[src/design/sem_pkg.sv]
package sem_pkg;

  localparam int unsigned LINE_WIDTH_MAX = 1024;
  localparam int unsigned HEIGHT_LIMIT   = 4096;
  localparam int unsigned COL_W          = $clog2(LINE_WIDTH_MAX);
  localparam int unsigned ROW_W          = $clog2(HEIGHT_LIMIT);
  localparam int unsigned WIDTH_W        = 11;
  localparam int unsigned HEIGHT_W       = 13;
  localparam int unsigned CFG_IDX_W      = 2;
  localparam int unsigned CFG_DATA_W     = 13;
  localparam int unsigned CHAN_W         = 8;
  localparam int unsigned PIX_W          = 3 * CHAN_W;
  // sum of two squares of |g| <= 1020 fits in 21 bits
  localparam int unsigned SUMSQ_W        = 21;
  localparam int unsigned ROOT_W         = 11;
  localparam int unsigned REM_W          = 12;
  localparam int unsigned CLAMP_MAX      = 255;

  localparam logic [CFG_IDX_W-1:0] REG_WIDTH  = 2'd0;
  localparam logic [CFG_IDX_W-1:0] REG_HEIGHT = 2'd1;

  typedef enum logic [2:0] {
    ST_IDLE,
    ST_WIN,
    ST_SQ,
    ST_ROOT,
    ST_EMIT
  } state_e;

  typedef logic [PIX_W-1:0] pixel_t;

endpackage

[src/design/sem_isqrt.sv]
module sem_isqrt (
  input  logic                         clk_i,
  input  logic                         rst_ni,
  input  logic                         start_i,
  input  logic [sem_pkg::SUMSQ_W-1:0]  sumsq_i,
  output logic                         done_o,
  output logic [sem_pkg::CHAN_W-1:0]   mag_o
);
  import sem_pkg::*;

  localparam int unsigned SH_W  = 2 * ROOT_W;
  localparam int unsigned CNT_W = $clog2(ROOT_W);

  logic [SH_W-1:0]   sh_q, sh_d;
  logic [ROOT_W-1:0] root_q, root_d;
  logic [REM_W-1:0]  rem_q, rem_d;
  logic [CNT_W-1:0]  cnt_q, cnt_d;
  logic              busy_q, busy_d;
  logic              done_q, done_d;
  logic [REM_W+1:0]  part;
  logic [REM_W+1:0]  trial;
  logic [ROOT_W:0]   rounded;

  // one result bit a cycle, restoring digit recurrence
  always_comb begin
    part    = {rem_q, sh_q[SH_W-1 -: 2]};
    trial   = {1'b0, root_q, 2'b01};
    sh_d    = sh_q;
    root_d  = root_q;
    rem_d   = rem_q;
    cnt_d   = cnt_q;
    busy_d  = busy_q;
    done_d  = done_q;
    if (start_i) begin
      sh_d   = {{(SH_W-SUMSQ_W){1'b0}}, sumsq_i};
      root_d = '0;
      rem_d  = '0;
      cnt_d  = '0;
      busy_d = 1'b1;
      done_d = 1'b0;
    end else if (busy_q) begin
      sh_d = {sh_q[SH_W-3:0], 2'b00};
      if (part >= trial) begin
        rem_d  = REM_W'(part - trial);
        root_d = {root_q[ROOT_W-2:0], 1'b1};
      end else begin
        rem_d  = REM_W'(part);
        root_d = {root_q[ROOT_W-2:0], 1'b0};
      end
      cnt_d = CNT_W'(cnt_q + 1'b1);
      if (cnt_q == CNT_W'(ROOT_W - 1)) begin
        busy_d = 1'b0;
        done_d = 1'b1;
      end
    end
  end

  always_ff @(posedge clk_i or negedge rst_ni) begin
    if (!rst_ni) begin
      busy_q <= 1'b0;
      done_q <= 1'b0;
      cnt_q  <= '0;
    end else begin
      busy_q <= busy_d;
      done_q <= done_d;
      cnt_q  <= cnt_d;
    end
  end

  always_ff @(posedge clk_i) begin
    sh_q   <= sh_d;
    root_q <= root_d;
    rem_q  <= rem_d;
  end

  // round up when remainder exceeds root, then clamp
  always_comb begin
    rounded = {1'b0, root_q} + (ROOT_W+1)'(rem_q > REM_W'(root_q));
    if (rounded > (ROOT_W+1)'(CLAMP_MAX)) begin
      mag_o = CHAN_W'(CLAMP_MAX);
    end else begin
      mag_o = rounded[CHAN_W-1:0];
    end
  end

  assign done_o = done_q;

endmodule
[config.mk]
export PLATFORM = sky130hd
export DESIGN_NAME = sem_isqrt
export DESIGN_NICKNAME = d
export VERILOG_FILES = /design/src/design/sem_pkg.sv /design/src/design/sem_isqrt.sv
export SDC_FILE = /design/constraint.sdc
export NUM_CORES = 1
export LEC_CHECK = 0
export ABC_AREA = 1
export BUFFER_PORTS_ARGS = -buffer_cell sky130_fd_sc_hd__buf_2
export CORE_UTILIZATION = 45
export DETAILED_ROUTE_END_ITERATION = 6
export GPL_ROUTABILITY_DRIVEN = 0
export SYNTH_ARGS = -nofsm -noshare
export SYNTH_HDL_FRONTEND = slang
export SYNTH_SLANG_ARGS = --single-unit
[constraint.sdc]
create_clock -name clk_i -period 3.1 [get_ports clk_i]
set_input_delay 0.31 -clock clk_i [delete_from_list [all_inputs] [get_ports clk_i]]
set_output_delay 0.31 -clock clk_i [all_outputs]
set_load 0.01 [all_outputs]
==> flow_metrics.env <==
export IMPL_outcome="finished with violations"
export IMPL_violations="negative setup slack"
export IMPL_dieHeight_microns=85.43
export IMPL_synth_seq_cells=51
export IMPL_tightest_slew_ns=1.076
export IMPL_grt_pass1_wl_mm=13.54
export IMPL_final_hold_violation_count=0
export IMPL_area_growth_syn_to_layout_pct=29.09
export IMPL_setup_viol=7
export IMPL_maxSlewViolCount=0
export IMPL_powerDensity_nw_per_um2=863.2
export IMPL_die_x_microns=85.43
export IMPL_syn_cell_area_sq_um=3132
export IMPL_rsz0062_at_grt="true"
export IMPL_antenna_found_initial=0
export IMPL_tritoncts="done"
export IMPL_max_stage_delay_ns=0.36
export IMPL_vias=2959
export IMPL_initial_core_util_pct=46.35
export IMPL_slew_headroom_pct=27.97
export IMPL_track_usage_pct=23.83
export IMPL_numCtsBuffers=5
export IMPL_post_route_drc_count=0
export IMPL_cts_max_level=2
export IMPL_syn_avg_cell_area_sq_um=7.249
export IMPL_hold_class="primary input to register"
export IMPL_core_sq_um=6756
export IMPL_async_reset_ff_share_pct=11.76
export IMPL_fmax_mhz=318.4
export IMPL_cp_start_kind="register"
export IMPL_worstPathArrival_ns=2.83
export IMPL_first_pass_iters=4
export IMPL_yosys_cell_types_count=33
export IMPL_netlist_area_leader_share_pct=22.41
export IMPL_drive_gt1_share_pct=30.10
export IMPL_fin_area_sq_um=4043
export IMPL_p_leak_nw=2.079
export IMPL_ys_warn_count=0
export IMPL_worstSetupPathType="register to primary output"
export IMPL_min_period_ns=3.141
export IMPL_syn_inst=432
export IMPL_clk_insertion_delay_late_ns=0.31
export IMPL_grt_overflow=0
export IMPL_boundaryPins=33
export IMPL_syn_num_nets=474
export IMPL_worstPathCellList="inv_2 -> ha_4 -> nand2_4 -> nor2_4 -> inv_2 -> nor2_8 -> nand2_2 -> a22oi_2 -> ha_2 -> ha_4 -> nand3_4 -> nor2_4 -> nand3_4 -> nor2_4 -> a21oi_2 -> nor2_2 -> buf_4 -> nand2_1 -> buf_2"
export IMPL_viasPerCell=5.058
export IMPL_synth_enable_flop_cells=21
export IMPL_setup_tns_final_ns=-0.2199
export IMPL_crit_fanout=3
export IMPL_placed_area_sq_um=3481
export IMPL_max_vdd_ir_drop_mv=0.3469
export IMPL_row_count=30
export IMPL_worst_slack_ns=-0.04063
export IMPL_crit_path_end_kind="primary output"
export IMPL_synth_area_top_cells="nand2_1 22%, edfxtp_1 20%, dfxtp_1 15%"
export IMPL_fin_nets=546
export IMPL_wl_per_cell_microns=13.71
export IMPL_grt_pass1_vias=3015
export IMPL_ys_flop_type="dfxtp_1"
export IMPL_finalCritPeriodShare_pct=101.3
export IMPL_grt_max_degree=26
export IMPL_clockBufferDepth=2
export IMPL_cpMaxStageDelayCell="dfxtp_2"
export IMPL_drtIter0Drc=139
export IMPL_seq_area_frac_synth_pct=40.27
export IMPL_dp_hpwl_mm=5.431
export IMPL_crit_required_ns=2.79
export IMPL_fin_worst_skew_ns=0.006363
export IMPL_dpl_cell_count=552
export IMPL_numClockSinks=51
export IMPL_ant_nets=0
export IMPL_totalWireLength_mm=8.021
export IMPL_clk_pin_slew_ns=0.10
export IMPL_cp_common_cell="nor2_4"
export IMPL_die_area_sq_um=7297
export IMPL_place_ws_ns=0.04462
export IMPL_final_cells=585
export IMPL_antennaDiodeCount=0
export IMPL_cts_root_buf="clkbuf_8"
export IMPL_max_cap_violations=0
export IMPL_port_buffers=32
export IMPL_yosysTopAreaCell="nand2_1"
## layout make-up
cell class,instances,area [sq um]
clock buffers,6,72.57
clock inverters,2,38.79
fillers,606,2714
inverters,57,214.0
multi-input cells,311,1821
flip-flops and latches,51,1279
well taps,80,100.1
repair buffers,78,518.0
## what timing repair did
action	CTS	global route
endpoints found under the setup margin	8	8
setup buffers	18	6
pin swaps	22	15
resized for setup	48	16
endpoints found under the hold margin	6	0
hold buffers	1	0
## cell usage after synthesis (2+ instances only)
| cell type | instances |
|---|---|
| o21ai_0 | 8 |
| nor2_2 | 2 |
| nand3_2 | 2 |
| dfrtp_1 | 6 |
| nand2_2 | 5 |
| nand2_1 | 187 |
| inv_1 | 55 |
| nand4_1 | 14 |
| edfxtp_1 | 21 |
| clkbuf_1 | 8 |
| dfxtp_1 | 24 |
| a21oi_1 | 7 |
| buf_4 | 3 |
| nor2_1 | 17 |
| nand3_1 | 23 |
| o22ai_1 | 10 |
| xor2_1 | 6 |
| ha_1 | 18 |
| inv_2 | 2 |
## placed cells by master (no fill, tap or decap), drive strengths merged, types with 10 or more instances in the layout
| cell | n |
|---|---|
| buf | 77 |
| nand2 | 193 |
| nand4 | 15 |
| o22ai | 10 |
| nor2 | 21 |
| inv | 58 |
| nand3 | 26 |
| ha | 18 |
| dfxtp | 24 |
| edfxtp | 21 |
## metal layers
metal / vias up / track usage [%] / wire [microns]
li1: 1512 / - / -
met1: 1367 / 28.41 / 3580
met2: 66 / 42.25 / 4027
met3: 14 / 4.280 / 265
met4: 0 / 9.697 / 147
met5: - / 0 / 0
## state kept, by name, summed over array words and instances (netlist names)
name and flops:
busy_q 1, cnt_q 4, done_o 1, rem_q 12, root_q 11, sh_q 22
## worst paths after layout
kind / slack (ns) / cells after the start / from / end
max in group asynchronous: 2.62 / 2 / rst_ni / cnt_q[0]$_DFFE_PN0P_
min in group asynchronous: 0.34 / 2 / rst_ni / cnt_q[3]$_DFFE_PN0P_
max reg2reg: 0.56 / 4 / busy_q$_DFF_PN0_ / root_q[10]$_SDFFE_PP0P_
max: -0.04 / 19 / root_q[4]$_SDFFE_PP0P_ / mag_o[7]
min: 0.26 / 3 / sumsq_i[1] / sh_q[1]$_SDFFCE_PN0P_
min reg2reg: 0.46 / 2 / sh_q[19]$_DFFE_PP_ / sh_q[21]$_SDFFE_PP0P_
## power breakdown
part	internal (mW)	switching (mW)	total, mW
Sequential	0.816	0.101	0.917
Clock	0.244	0.235	0.479
Combinational	0.891	1.20	2.09
## critical path, delay by kind of cell, from the launching register on
| kind | cells | cell delay (ns) |
|---|---|---|
| adder cells (fa/ha/maj) | 3 | 0.66 |
| buffers and inverters | 4 | 0.40 |
| flip-flops | 1 | 0.36 |
| AO/OA/AOI/OAI | 2 | 0.21 |
| AND/OR/NAND/NOR | 10 | 0.89 |
## logic make-up after synthesis
family	share of synthesized area, %
adder cells (fa/ha/maj)	7.191
buffers and inverters	9.029
flip-flops	40.27
AND/OR/NAND/NOR	36.16
AO/OA/AOI/OAI	5.394
XOR/XNOR	1.958
## stage by stage
stage               total power, mW  hold WS [ns]  util, %
finish                        3.490        0.2561    59.83
global route                  3.816        0.2621    59.83
CTS                           3.382        0.2439    58.19
detailed placement            2.642        0.1413    51.52
global placement              2.620        0.1406    51.52
floorplan                     2.226       0.01441        -
No activity file was read; power rests on OpenSTA's default activity.
